**src/tpq_pkg.sv**
```systemverilog
// ----------------------------------------------------------------------------
// tpq_pkg
// Shared codes, field widths and the command type of the timer queue.
// ----------------------------------------------------------------------------
package tpq_pkg;

  // field widths fixed by the channel format
  localparam int IN_TIME_W  = 48;
  localparam int OUT_TIME_W = 48;
  localparam int HDL_W      = 32;
  localparam int IV_W       = 32;
  localparam int CNT_W      = 6;
  localparam int MAX_TIME_W = 64;

  // operations
  localparam logic [1:0] OP_SCHED   = 2'd0;
  localparam logic [1:0] OP_CANCEL  = 2'd1;
  localparam logic [1:0] OP_PROCESS = 2'd2;
  localparam logic [1:0] OP_CLEAR   = 2'd3;

  // result kinds
  localparam logic [2:0] KIND_SCHED   = 3'd0;
  localparam logic [2:0] KIND_CANCEL  = 3'd1;
  localparam logic [2:0] KIND_FIRED   = 3'd2;
  localparam logic [2:0] KIND_SUMMARY = 3'd3;
  localparam logic [2:0] KIND_CLEAR   = 3'd4;

  // status codes
  localparam logic [1:0] ST_OK       = 2'd0;
  localparam logic [1:0] ST_FULL     = 2'd1;
  localparam logic [1:0] ST_NOTFOUND = 2'd2;

  // classified command handed from front to back; times already masked
  typedef struct packed {
    logic [1:0]            op;
    logic [MAX_TIME_W-1:0] arm_time;
    logic [IV_W-1:0]       interval;
    logic [HDL_W-1:0]      handle;
    logic [MAX_TIME_W-1:0] now;
  } cmd_t;

endpackage

```
**src/tpq_if.sv**
```systemverilog
// ----------------------------------------------------------------------------
// tpq_if
// Valid/ready channels for timer queue commands and results.
// ----------------------------------------------------------------------------
interface tpq_in_if;
  import tpq_pkg::*;
  logic                 valid;
  logic                 ready;
  logic [1:0]           op;
  logic [IN_TIME_W-1:0] arm_time;
  logic [IV_W-1:0]      repeat_interval;
  logic [HDL_W-1:0]     handle_in;
  logic [IN_TIME_W-1:0] current_time;

  modport source(output valid, op, arm_time, repeat_interval, handle_in, current_time,
                 input ready);
  modport sink(input valid, op, arm_time, repeat_interval, handle_in, current_time,
               output ready);
endinterface


```
**src/tpq_front.sv**
```systemverilog
// ----------------------------------------------------------------------------
// tpq_front
// Accepts command beats, masks times to the timer width and queues them in
// a two-entry buffer for the back end.
// ----------------------------------------------------------------------------
module tpq_front import tpq_pkg::*; #(
  parameter int TIME_BITS = 48
) (
  input  logic   clk,
  input  logic   rst_n,
  tpq_in_if.sink in_ch,
  output logic   cmd_valid,
  input  logic   cmd_pop,
  output cmd_t   cmd
);

  localparam logic [MAX_TIME_W-1:0] TMASK = {MAX_TIME_W{1'b1}} >> (MAX_TIME_W - TIME_BITS);

  cmd_t       q_r [2];
  logic       wp_r, rp_r;
  logic [1:0] fill_r;
  logic       push;
  cmd_t       cls;

  assign in_ch.ready = (fill_r != 2'd2);
  assign push        = in_ch.valid && in_ch.ready;

  // classify: normalize times, keep only what the op uses
  always_comb begin
    cls.op        = in_ch.op;
    cls.arm_time  = (in_ch.op == OP_SCHED) ? (MAX_TIME_W'(in_ch.arm_time) & TMASK) : '0;
    cls.interval  = (in_ch.op == OP_SCHED) ? in_ch.repeat_interval : '0;
    cls.handle    = (in_ch.op == OP_CANCEL) ? in_ch.handle_in : '0;
    cls.now       = MAX_TIME_W'(in_ch.current_time) & TMASK;
  end

  assign cmd_valid = (fill_r != 2'd0);
  assign cmd       = q_r[rp_r];

  // queue storage
  always_ff @(posedge clk) begin
    if (push) begin
      q_r[wp_r] <= cls;
    end
  end

  // queue pointers
  always_ff @(posedge clk) begin
    if (!rst_n) begin
      wp_r   <= 1'b0;
      rp_r   <= 1'b0;
      fill_r <= 2'd0;
    end else begin
      if (push) wp_r <= ~wp_r;
      if (cmd_pop) rp_r <= ~rp_r;
      fill_r <= fill_r + 2'(push) - 2'(cmd_pop);
    end
  end

endmodule

```
**src/flat_wrapper.sv**
```systemverilog
// flat-port wrapper written by rule: the top's interface ports become plain ports
module tpq_front_flat import tpq_pkg::*;
#(
  parameter int TIME_BITS = 48
)
  (clk, rst_n, cmd_valid, cmd_pop, cmd, in_ch_valid, in_ch_op, in_ch_arm_time, in_ch_repeat_interval, in_ch_handle_in, in_ch_current_time, in_ch_ready);
  tpq_in_if in_ch_i ();
  input  logic clk;
  input  logic rst_n;
  output logic cmd_valid;
  input  logic cmd_pop;
  output cmd_t cmd;
  input wire logic [$bits(in_ch_i.valid)-1:0] in_ch_valid;
  input wire logic [$bits(in_ch_i.op)-1:0] in_ch_op;
  input wire logic [$bits(in_ch_i.arm_time)-1:0] in_ch_arm_time;
  input wire logic [$bits(in_ch_i.repeat_interval)-1:0] in_ch_repeat_interval;
  input wire logic [$bits(in_ch_i.handle_in)-1:0] in_ch_handle_in;
  input wire logic [$bits(in_ch_i.current_time)-1:0] in_ch_current_time;
  output wire logic [$bits(in_ch_i.ready)-1:0] in_ch_ready;
  assign in_ch_i.valid = in_ch_valid;
  assign in_ch_i.op = in_ch_op;
  assign in_ch_i.arm_time = in_ch_arm_time;
  assign in_ch_i.repeat_interval = in_ch_repeat_interval;
  assign in_ch_i.handle_in = in_ch_handle_in;
  assign in_ch_i.current_time = in_ch_current_time;
  assign in_ch_ready = in_ch_i.ready;
  tpq_front #(.TIME_BITS(TIME_BITS)) u_core (.clk(clk), .rst_n(rst_n), .in_ch(in_ch_i), .cmd_valid(cmd_valid), .cmd_pop(cmd_pop), .cmd(cmd));
endmodule
```
**config.mk**
```make
export PLATFORM = sky130hd
export DESIGN_NAME = tpq_front_flat
export DESIGN_NICKNAME = d
export VERILOG_FILES = /design/src/tpq_pkg.sv /design/src/tpq_if.sv /design/src/tpq_front.sv /design/src/flat_wrapper.sv
export SDC_FILE = /design/constraint.sdc
export NUM_CORES = 1
export LEC_CHECK = 0
export BUFFER_PORTS_ARGS = -buffer_cell sky130_fd_sc_hd__buf_2
export CAP_MARGIN = 20
export CORE_MARGIN = 2
export CORE_UTILIZATION = 35
export DETAILED_ROUTE_END_ITERATION = 6
export GPL_ROUTABILITY_DRIVEN = 1
export REMOVE_ABC_BUFFERS = 1
export SYNTH_ARGS = -nofsm -noshare
export SYNTH_HDL_FRONTEND = slang
export SYNTH_SLANG_ARGS = --single-unit
```
**constraint.sdc**
```tcl
create_clock -name clk -period 6.9 [get_ports clk]
set_input_delay 0 -clock clk [delete_from_list [all_inputs] [get_ports clk]]
set_output_delay 0 -clock clk [all_outputs]
set_load 0.02 [all_outputs]
```
==> results.json, run 1 <==
{
  "yosys_warnings": 0,
  "fp.dieArea_mm2": 0.0394,
  "area.sequential_mm2": 0.00983,
  "cp_num_buf_inv": 2,
  "hold_viol": 0,
  "power.share.clock": 0.363,
  "synth.top_cells.by_area": "sky130_fd_sc_hd__edfxtp_1 73%, sky130_fd_sc_hd__mux2_4 9.1%, sky130_fd_sc_hd__mux2_2 7.0%",
  "timing.critical_path.max_delay_family": "buffers and inverters",
  "synth_cells": 688,
  "critical_path_start_end_classification": "flip-flop to output pin",
  "run_status": "complete, no violations",
  "die_x_um": 199,
  "dr.first_iter.drc_count": 282,
  "grt_max_degree": 109,
  "buffers_inserted_during_post_cts_setup_optimization": 0,
  "route.detailed.drc": 0,
  "syn_avg_cell_area_um2": 19.3,
  "cts.reportedPaths.clkPinSlew_ps": 60,
  "clock_tree.root_cell": "sky130_fd_sc_hd__clkbuf_16",
  "post-dp-hpwl_mm": 17.2,
  "setup_viol": 0,
  "post_cts_hold_buffer_count": 166,
  "cp.required_ps": 6900,
  "number_of_pins_with_negative_max_slew_slack_in_the_final_report": 0,
  "switching_power_mw": 1.26,
  "worst_setup_path_start_kind": "flip-flop",
  "worstSkewPairLatency_ps": 530,
  "place.detailed.instances": 1506,
  "clock-sinks": 329,
  "max_slew.worst_pin.slew_ps": 900,
  "coreArea_mm2": 0.0375,
  "layout.cells.most_common": "sky130_fd_sc_hd__buf_2",
  "diodes": 0,
  "switching_share": 0.248,
  "synthesized_cell_area_mm2": 0.0132,
  "p_leak_nw": 7.17,
  "ys_seq_elements": 329,
  "sequential_element_share_of_the_synthesized_area": 0.742,
  "max_cap_violations": 0,
  "totalNegativeSetupSlack_ps": 0,
  "fill_cells": 3286,
  "grt_antenna_before_repair": 1,
  "clock_tree.htree_level_count": 2,
  "grt_remaining_overflow": 0,
  "final_period_minus_worst_setup_slack_ps": 2660,
  "internal_power_mw": 3.83,
  "tritoncts": "yes",
  "totalPowerFinal_mw": 5.10,
  "setup.worst_path.end_class": "output pin",
  "chipHeight_um": 199,
  "area_growth_syn_to_layout_pct": 36.8,
  "numCtsBuffers": 37,
  "drive_above_1_share": 0.453,
  "power_frac_seq": 0.474,
  "p_per_area_mw_per_mm2": 281,
  "mostFrequentLayoutCells": "329 x sky130_fd_sc_hd__buf_2, 324 x sky130_fd_sc_hd__edfxtp_1, 166 x sky130_fd_sc_hd__dlygate4sd3_1",
  "rd_place_congestion": 0.716,
  "worstPathCellList": "buf_4, mux2_2, buf_2",
  "grt_util_all_layers": 0.143,
  "worst_path_max_delay_cell": "sky130_fd_sc_hd__buf_4",
  "crit_path_max_fanout": 62,
  "placement.io_buffers": 329,
  "post_cts.resized_instances": 0,
  "cp.arrival_ps": 2660,
  "headroom_to_the_max_slew_limit": 0.400,
  "max_freq_ghz": 0.376,
  "finished_layout_cells": 1739,
  "via_density_per_instance": 4.33,
  "route.antenna.remaining_nets": 0,
  "synth_area_leader_cell": "sky130_fd_sc_hd__edfxtp_1",
  "nNetsFinal": 1367,
  "cts.path.max_buffers": 3,
  "multi_input_comb_area_mm2": 0.00310,
  "synth.top_cell.area_share": 0.734,
  "row_count": 71,
  "fin_util": 0.483,
  "worstHoldPathType": "primary input to flip-flop",
  "post_synth_num_cell_types": 25,
  "skew_ps": 11.0,
  "unrepaired_setup_endpoints_after_global_routing": "no",
  "1st_pass_router_iterations": 5,
  "delay_of_the_slowest_critical_path_stage_ps": 750,
  "power.ir.vdd_worst_v": 0.000190,
  "post_drt_wl_per_cell_um": 16.7,
  "post-route-period-util": 0.386,
  "starting_utilization_of_the_core_area": 0.353,
  "io_pins": 362,
  "route.final.wire_length_mm": 29.0,
  "detailroute.via_count": 7528,
  "comb_power_share": 0.162,
  "via_count_of_the_first_global_routing_pass": 7922,
  "first_pass_grt_wire_length_mm": 42.7
}
[cell families after synthesis]
family	synth area share
other	0.000283
flip-flops	0.742
adder cells (fa/ha/maj)	0.000944
multiplexers	0.162
buffers and inverters	0.0333
XOR/XNOR	0.000661
AND/OR/NAND/NOR	0.0586
AO/OA/AOI/OAI	0.00227
[layout make-up]
type | count | share of cell area
tap | 511 | 0.0353
timing repair buffer | 503 | 0.187
clock buffer | 52 | 0.0577
multi-input combinational | 327 | 0.171
clock inverter | 15 | 0.00559
inverter | 2 | 0.000691
sequential | 329 | 0.543
[sequential cells by signal (all words and copies together) (netlist names), named ones only]
register,cells
u_core.wp_r,1
u_core.fill_r,2
u_core.q_r,324
u_core.rp_r,1
[power groups by stage]
stage	sequential (mW)	combinational (mW)	clock (mW)
floorplan	2.50	0.506	0
global placement	2.45	0.762	0
detailed placement	2.46	0.762	0
CTS	2.42	0.843	1.92
global route	2.43	0.889	2.00
finish	2.42	0.827	1.85
[per-layer routing]
metal  up-vias  GRT usage  routed length (µm)  share of wire
li1       3546          -                   -              -
met1      3662      0.168               11900           0.41
met2       258      0.241               14100           0.49
met3        60     0.0410                1990          0.069
met4         2     0.0710                1040          0.036
met5         -          0                  11        0.00038
[cells in the mapped netlist]
cell type	instances
sky130_fd_sc_hd__inv_1	2
sky130_fd_sc_hd__mux2_2	82
sky130_fd_sc_hd__nor2b_1	2
sky130_fd_sc_hd__o21a_1	1
sky130_fd_sc_hd__or2_2	1
sky130_fd_sc_hd__mux2_4	80
sky130_fd_sc_hd__buf_6	10
sky130_fd_sc_hd__and2_1	114
sky130_fd_sc_hd__buf_4	32
sky130_fd_sc_hd__edfxtp_1	324
sky130_fd_sc_hd__and3_1	2
sky130_fd_sc_hd__nand3b_1	1
sky130_fd_sc_hd__nand2b_1	2
sky130_fd_sc_hd__dfxtp_1	5
sky130_fd_sc_hd__a21bo_2	1
sky130_fd_sc_hd__clkbuf_1	11
sky130_fd_sc_hd__nand2_1	2
sky130_fd_sc_hd__xor2_1	1
sky130_fd_sc_hd__a21oi_1	1
sky130_fd_sc_hd__conb_1	1
sky130_fd_sc_hd__mux2i_1	2
sky130_fd_sc_hd__ha_1	1
sky130_fd_sc_hd__a21boi_0	1
sky130_fd_sc_hd__nor2_1	1
sky130_fd_sc_hd__buf_2	8
[stage by stage]
| step | instance area (µm²) | hold slack [ps] | setup slack (ps) |
|---|---|---|---|
| floorplan | 12900 | 98.9 | 1180 |
| global placement | 15300 | 190 | 4420 |
| detailed placement | 15300 | 191 | 4410 |
| CTS | 18100 | 146 | 4140 |
| global route | 18100 | 164 | 4070 |
| finish | 18100 | 190 | 4240 |
[worst paths after layout]
check	start	endpoint	slack, ps	depth (start not counted)
worst min register to register	u_core.rp_r	flip-flop	580	2
worst min-delay path	in_ch_current_time[33]	u_core.q_r[0][33]	190	2
worst max register to register	u_core.fill_r[0]	u_core.q_r[0][156]	4480	4
worst max-delay path	flip-flop	cmd[35]	4240	3
No activity file was read; power rests on OpenSTA's default activity.
==> run 2, diff against run 1 <==
==> constraint.sdc (replaced) <==
create_clock -name clk -period 2.3 [get_ports clk]
set_input_delay 0 -clock clk [delete_from_list [all_inputs] [get_ports clk]]
set_output_delay 0 -clock clk [all_outputs]
set_load 0.02 [all_outputs]
==> run 2 against run 1 <==
  * Power grew to 3.0 times the previous value
  * Clock skew about the same
  * Clock power grew to 3.0 times the previous value
  * Worst hold slack gained 10 ps
  * Register-to-register slack worse by 4000 ps
  * Global-route usage grew 0.092 points
  * Combinational power grew to 3.2 times the previous value
  * Clock-buffer cell count shrank 6
  * First-iteration DRC count shrank 8.5%
  * Die area is the same
==> results.json, run 2 (synthesized netlist as in run 1, its figures left out) <==
{
  "rd_place_congestion": 0.751,
  "crit_path_max_fanout": 63,
  "worstPathCellList": "buf_12, mux2_2, buf_2",
  "area_growth_syn_to_layout_pct": 39.1,
  "p_per_area_mw_per_mm2": 835,
  "worstHoldPathType": "primary input to flip-flop",
  "unrepaired_setup_endpoints_after_global_routing": "no",
  "post-route-period-util": 0.887,
  "hold-path-cell-count": 2,
  "max_cap_violations": 0,
  "top_register": "u_core.q_r",
  "chipHeight_um": 199,
  "timing.critical_path.max_delay_family": "flip-flops",
  "place_ws_ps": 508,
  "whs_endpoint": "u_core.q_r[1][34]",
  "clock-sinks": 329,
  "diodes": 0,
  "run_status": "complete, no violations",
  "number_of_pins_with_negative_max_slew_slack_in_the_final_report": 0,
  "totalNegativeSetupSlack_ps": 0,
  "via_density_per_instance": 4.29,
  "cts.reportedPaths.clkPinSlew_ps": 60,
  "grt_antenna_before_repair": 0,
  "layout.cells.most_common": "sky130_fd_sc_hd__buf_2",
  "crit-reg2reg-capture": "u_core.q_r[0][37]",
  "number_of_flip_flops_in_the_largest_register": 324,
  "clock_tree.htree_level_count": 2,
  "setup.worst_path.end_class": "output pin",
  "post-dp-hpwl_mm": 18.6,
  "fin_hold_ws_ps": 200,
  "fill_cells": 3184,
  "grt_util_all_layers": 0.144,
  "post_drt_wl_per_cell_um": 16.8,
  "final_period_minus_worst_setup_slack_ps": 2040,
  "via_count_of_the_first_global_routing_pass": 7849,
  "first_pass_grt_wire_length_mm": 43.1,
  "fp.dieArea_mm2": 0.0394,
  "grt_remaining_overflow": 0,
  "tritoncts": "yes",
  "min-delay-start": "in_ch_current_time[34]",
  "cp.arrival_ps": 2040,
  "row_count": 71,
  "worst_path_max_delay_cell": "sky130_fd_sc_hd__dfxtp_4",
  "clock_tree.root_cell": "sky130_fd_sc_hd__clkbuf_16",
  "grt_max_degree": 81,
  "max_freq_ghz": 0.490,
  "p_leak_nw": 7.31,
  "multi_input_comb_area_mm2": 0.00310,
  "cp.required_ps": 2300,
  "finished_layout_cells": 1757,
  "reg_top3": "u_core.q_r (324), u_core.fill_r (2)",
  "delay_of_the_slowest_critical_path_stage_ps": 530,
  "1st_pass_router_iterations": 4,
  "cp_num_buf_inv": 2,
  "place.detailed.instances": 1529,
  "worst_setup_path_start_kind": "flip-flop",
  "power.ir.vdd_worst_v": 0.000484,
  "route.detailed.drc": 0,
  "skew_ps": 10.8,
  "route.final.wire_length_mm": 29.4,
  "die_x_um": 199,
  "setup_viol": 0,
  "numCtsBuffers": 37,
  "dr.first_iter.drc_count": 258,
  "final.setup.worst_slack_ps": 259,
  "area.sequential_mm2": 0.00983,
  "coreArea_mm2": 0.0375,
  "io_pins": 362,
  "r2r_slack_ps": 520,
  "starting_utilization_of_the_core_area": 0.353,
  "hold_viol": 0,
  "placement.io_buffers": 329,
  "critical_path_start_end_classification": "flip-flop to output pin",
  "fin_util": 0.491,
  "route.antenna.remaining_nets": 0,
  "nNetsFinal": 1390,
  "detailroute.via_count": 7529,
  "cts.path.max_buffers": 3,
  "worstReg2RegStart": "u_core.fill_r[0]",
  "mostFrequentLayoutCells": "329 x sky130_fd_sc_hd__buf_2, 324 x sky130_fd_sc_hd__edfxtp_1, 166 x sky130_fd_sc_hd__dlygate4sd3_1",
  "register_to_register_path_depth": 4,
  "worstSkewPairLatency_ps": 530,
  "drive_above_1_share": 0.459
}
## run 2: worst max path at each step
stage,cells past startpoint,slack (ps),end
floorplan,1,-3420,cmd[0]
global placement,4,540,u_core.q_r[0][39]
detailed placement,4,510,u_core.q_r[0][39]
CTS,3,190,cmd[35]
global route,3,160,cmd[5]
finish,3,260,cmd[35]
## run 2: routing by layer
layer / part of all wire / GRT usage / vias to the layer above
li1: - / - / 3585
met1: 0.42 / 0.175 / 3653
met2: 0.49 / 0.245 / 248
met3: 0.068 / 0.0400 / 43
met4: 0.021 / 0.0525 / 0
met5: 0 / 0 / -
## run 2: repair_timing
action / CTS / global route
resized for setup: 0 / 0
endpoints found under the setup margin: 0 / 0
setup buffers: 0 / 0
hold buffers: 166 / 0
endpoints found under the hold margin: 329 / 0
## run 2: stage by stage
step                      total power, mW  area, µm²
after detailed placement             9.82      15700
after global routing                 16.0      18400
final                                15.4      18400
after CTS                            15.6      18400
after floorplan                      9.01      12900
after global placement               9.78      15700
## run 2: layout make-up
type                    instances  share of cell area
multi-input cells             327               0.168
flip-flops and latches        329               0.534
clock inverters                16             0.00801
clock buffers                  46              0.0521
well taps                     511              0.0347
inverters                       2            0.000679
repair buffers                526               0.202
## run 2: where the power goes
group / leakage, nW / internal (mW) / switching (mW)
logic: 3.64 / 1.21 / 1.44
clock network: 0.539 / 3.27 / 2.22
registers: 3.14 / 7.12 / 0.118
total: 7.31 / 11.6 / 3.77
## run 2: worst reg2reg max path: stages, from the launching register on
cell and delay, ps:
sky130_fd_sc_hd__dfxtp_1 360, sky130_fd_sc_hd__nand2b_1 230, sky130_fd_sc_hd__nand3b_1 190, sky130_fd_sc_hd__inv_6 400
sky130_fd_sc_hd__buf_4 310
==> run 3, diff against run 2 <==
--- a/config.mk
+++ b/config.mk
@@ -7,10 +7,12 @@
 export LEC_CHECK = 0
 export BUFFER_PORTS_ARGS = -buffer_cell sky130_fd_sc_hd__buf_2
 export CAP_MARGIN = 20
+export CORE_ASPECT_RATIO = 0.6
 export CORE_MARGIN = 2
 export CORE_UTILIZATION = 35
 export DETAILED_ROUTE_END_ITERATION = 6
 export GPL_ROUTABILITY_DRIVEN = 1
+export MAX_ROUTING_LAYER = met4
 export REMOVE_ABC_BUFFERS = 1
 export SYNTH_ARGS = -nofsm -noshare
 export SYNTH_HDL_FRONTEND = slang
==> constraint.sdc (replaced) <==
create_clock -name clk -period 2.1 [get_ports clk]
set_input_delay 0 -clock clk [delete_from_list [all_inputs] [get_ports clk]]
set_output_delay 0 -clock clk [all_outputs]
set_load 0.02 [all_outputs]
==> run 3 against run 2 <==
  * Sequential power is 9.3% higher
  * First-iteration DRC count grew 41%
  * Clock skew decreased by 5.3 ps
  * Critical path type unchanged
  * Highest routed layer unchanged
==> results.json, run 3 (synthesized netlist as in run 1, its figures left out) <==
{
  "run_status": "complete, no violations",
  "headroom_to_the_max_slew_limit": 0.643,
  "dr.first_iter.drc_count": 365,
  "post-dp-hpwl_mm": 18.1,
  "internal_power_mw": 12.5,
  "die_x_um": 255,
  "via_count_of_the_first_global_routing_pass": 7821,
  "buffers_inserted_during_post_cts_setup_optimization": 0,
  "power.ir.vdd_worst_v": 0.000595,
  "skew_ps": 5.50,
  "p_leak_nw": 7.16,
  "io_pins": 362,
  "grt_remaining_overflow": 0,
  "worstSkewPairLatency_ps": 560,
  "grt_antenna_before_repair": 3,
  "worstHoldPathType": "primary input to flip-flop",
  "multi_input_comb_area_mm2": 0.00310,
  "number_of_pins_with_negative_max_slew_slack_in_the_final_report": 0,
  "max_slew.worst_pin.slew_ps": 535,
  "number_of_flip_flops_in_the_largest_register": 324,
  "p_per_area_mw_per_mm2": 910,
  "grt_max_degree": 67,
  "totalPowerFinal_mw": 16.5,
  "worst_setup_path_start_kind": "flip-flop",
  "grt_util_all_layers": 0.147,
  "area.sequential_mm2": 0.00983,
  "cp.arrival_ps": 1930,
  "top_register": "u_core.q_r",
  "reg_top3": "u_core.q_r (324), u_core.fill_r (2)",
  "switching_share": 0.245,
  "placement.io_buffers": 329,
  "unrepaired_setup_endpoints_after_global_routing": "no",
  "hold_viol": 0,
  "cts.path.max_buffers": 3,
  "register_to_register_path_depth": 4,
  "critical_path_start_end_classification": "flip-flop to output pin",
  "comb_power_share": 0.171,
  "setup.worst_path.end_class": "output pin",
  "nNetsFinal": 1366,
  "first_pass_grt_wire_length_mm": 43.4,
  "power.share.clock": 0.350,
  "route.final.wire_length_mm": 29.4,
  "chipHeight_um": 155,
  "clock_tree.htree_level_count": 1,
  "route.detailed.drc": 0,
  "clock_tree.root_cell": "sky130_fd_sc_hd__clkbuf_16",
  "1st_pass_router_iterations": 4,
  "tritoncts": "yes",
  "max_freq_ghz": 0.517,
  "cts.reportedPaths.clkPinSlew_ps": 60,
  "post_drt_wl_per_cell_um": 16.9,
  "post-route-period-util": 0.921,
  "row_count": 55,
  "setup_viol": 0,
  "worst_path_max_delay_cell": "sky130_fd_sc_hd__mux2_2",
  "fp.dieArea_mm2": 0.0395,
  "fin_util": 0.484,
  "coreArea_mm2": 0.0375,
  "place_ws_ps": 404,
  "worstPathCellList": "buf_12, mux2_2, buf_2",
  "final.setup.worst_slack_ps": 166,
  "power_frac_seq": 0.479,
  "route.antenna.remaining_nets": 0,
  "max_cap_violations": 0,
  "mostFrequentLayoutCells": "329 x sky130_fd_sc_hd__buf_2, 324 x sky130_fd_sc_hd__edfxtp_1, 166 x sky130_fd_sc_hd__dlygate4sd3_1",
  "dpl-instance-area_mm2": 0.0154,
  "crit_path_max_fanout": 54,
  "starting_utilization_of_the_core_area": 0.353,
  "drive_above_1_share": 0.453,
  "clock-sinks": 329,
  "switching_power_mw": 4.04,
  "hold-path-cell-count": 2,
  "numCtsBuffers": 31,
  "delay_of_the_slowest_critical_path_stage_ps": 400,
  "detailroute.via_count": 7499,
  "rd_place_congestion": 0.754,
  "fill_cells": 3189,
  "via_density_per_instance": 4.32,
  "fin_hold_ws_ps": 157,
  "final_period_minus_worst_setup_slack_ps": 1930,
  "area_growth_syn_to_layout_pct": 37.0,
  "layout.cells.most_common": "sky130_fd_sc_hd__buf_2",
  "finish.instance_area_mm2": 0.0181,
  "r2r_slack_ps": 410,
  "cp.required_ps": 2100
}
[run 3: power by group through the flow]
stage | Sequential, mW | Combinational, mW | Clock, mW
floorplan | 8.20 | 1.66 | 0
global placement | 8.03 | 2.59 | 0
detailed placement | 8.05 | 2.59 | 0
CTS | 7.91 | 2.86 | 5.97
global route | 7.95 | 3.01 | 6.22
finish | 7.91 | 2.82 | 5.78
[run 3: through the flow]
step           instances  setup TNS, ps
2_1_floorplan        658       -1423150
5_1_grt             1737              0
3_3_place_gp        1513              0
6_report            1737              0
4_1_cts             1735              0
3_5_place_dp        1513              0
[run 3: metal layers]
layer,routed length (µm),GRT usage,vias up
met2,14100,0.243,220
met4,666,0.0334,0
met5,0,-,-
li1,-,-,3545
met3,1750,0.0362,47
met1,12800,0.182,3687
[run 3: area by class of cell]
cell class                 instances  share of cell area
antenna                            2            0.000276
clock buffer                      39              0.0444
clock inverter                    17              0.0128
inverter                           2            0.000690
multi-input combinational        327               0.171
sequential                       329               0.542
tap                              513              0.0354
timing repair buffer             508               0.193
[run 3: worst max-delay path: cells and delay by family (launching register included)]
kind | cells | cell delay [ps]
buffers and inverters | 2 | 480
muxes | 1 | 400
DFF | 1 | 390
[run 3: what timing repair did]
action | in CTS | in global routing
hold endpoints to repair | 329 | 0
hold buffers | 166 | 0
resized for setup | 0 | 0
setup endpoints to repair | 0 | 0
[run 3: final timing paths]
kind                                             start            endpoint
worst min register to register             u_core.rp_r         u_core.rp_r
worst max-delay path                         flip-flop              cmd[5]
worst min-delay path            in_ch_current_time[28]   u_core.q_r[1][28]
worst max register to register        u_core.fill_r[0]  u_core.q_r[0][102]
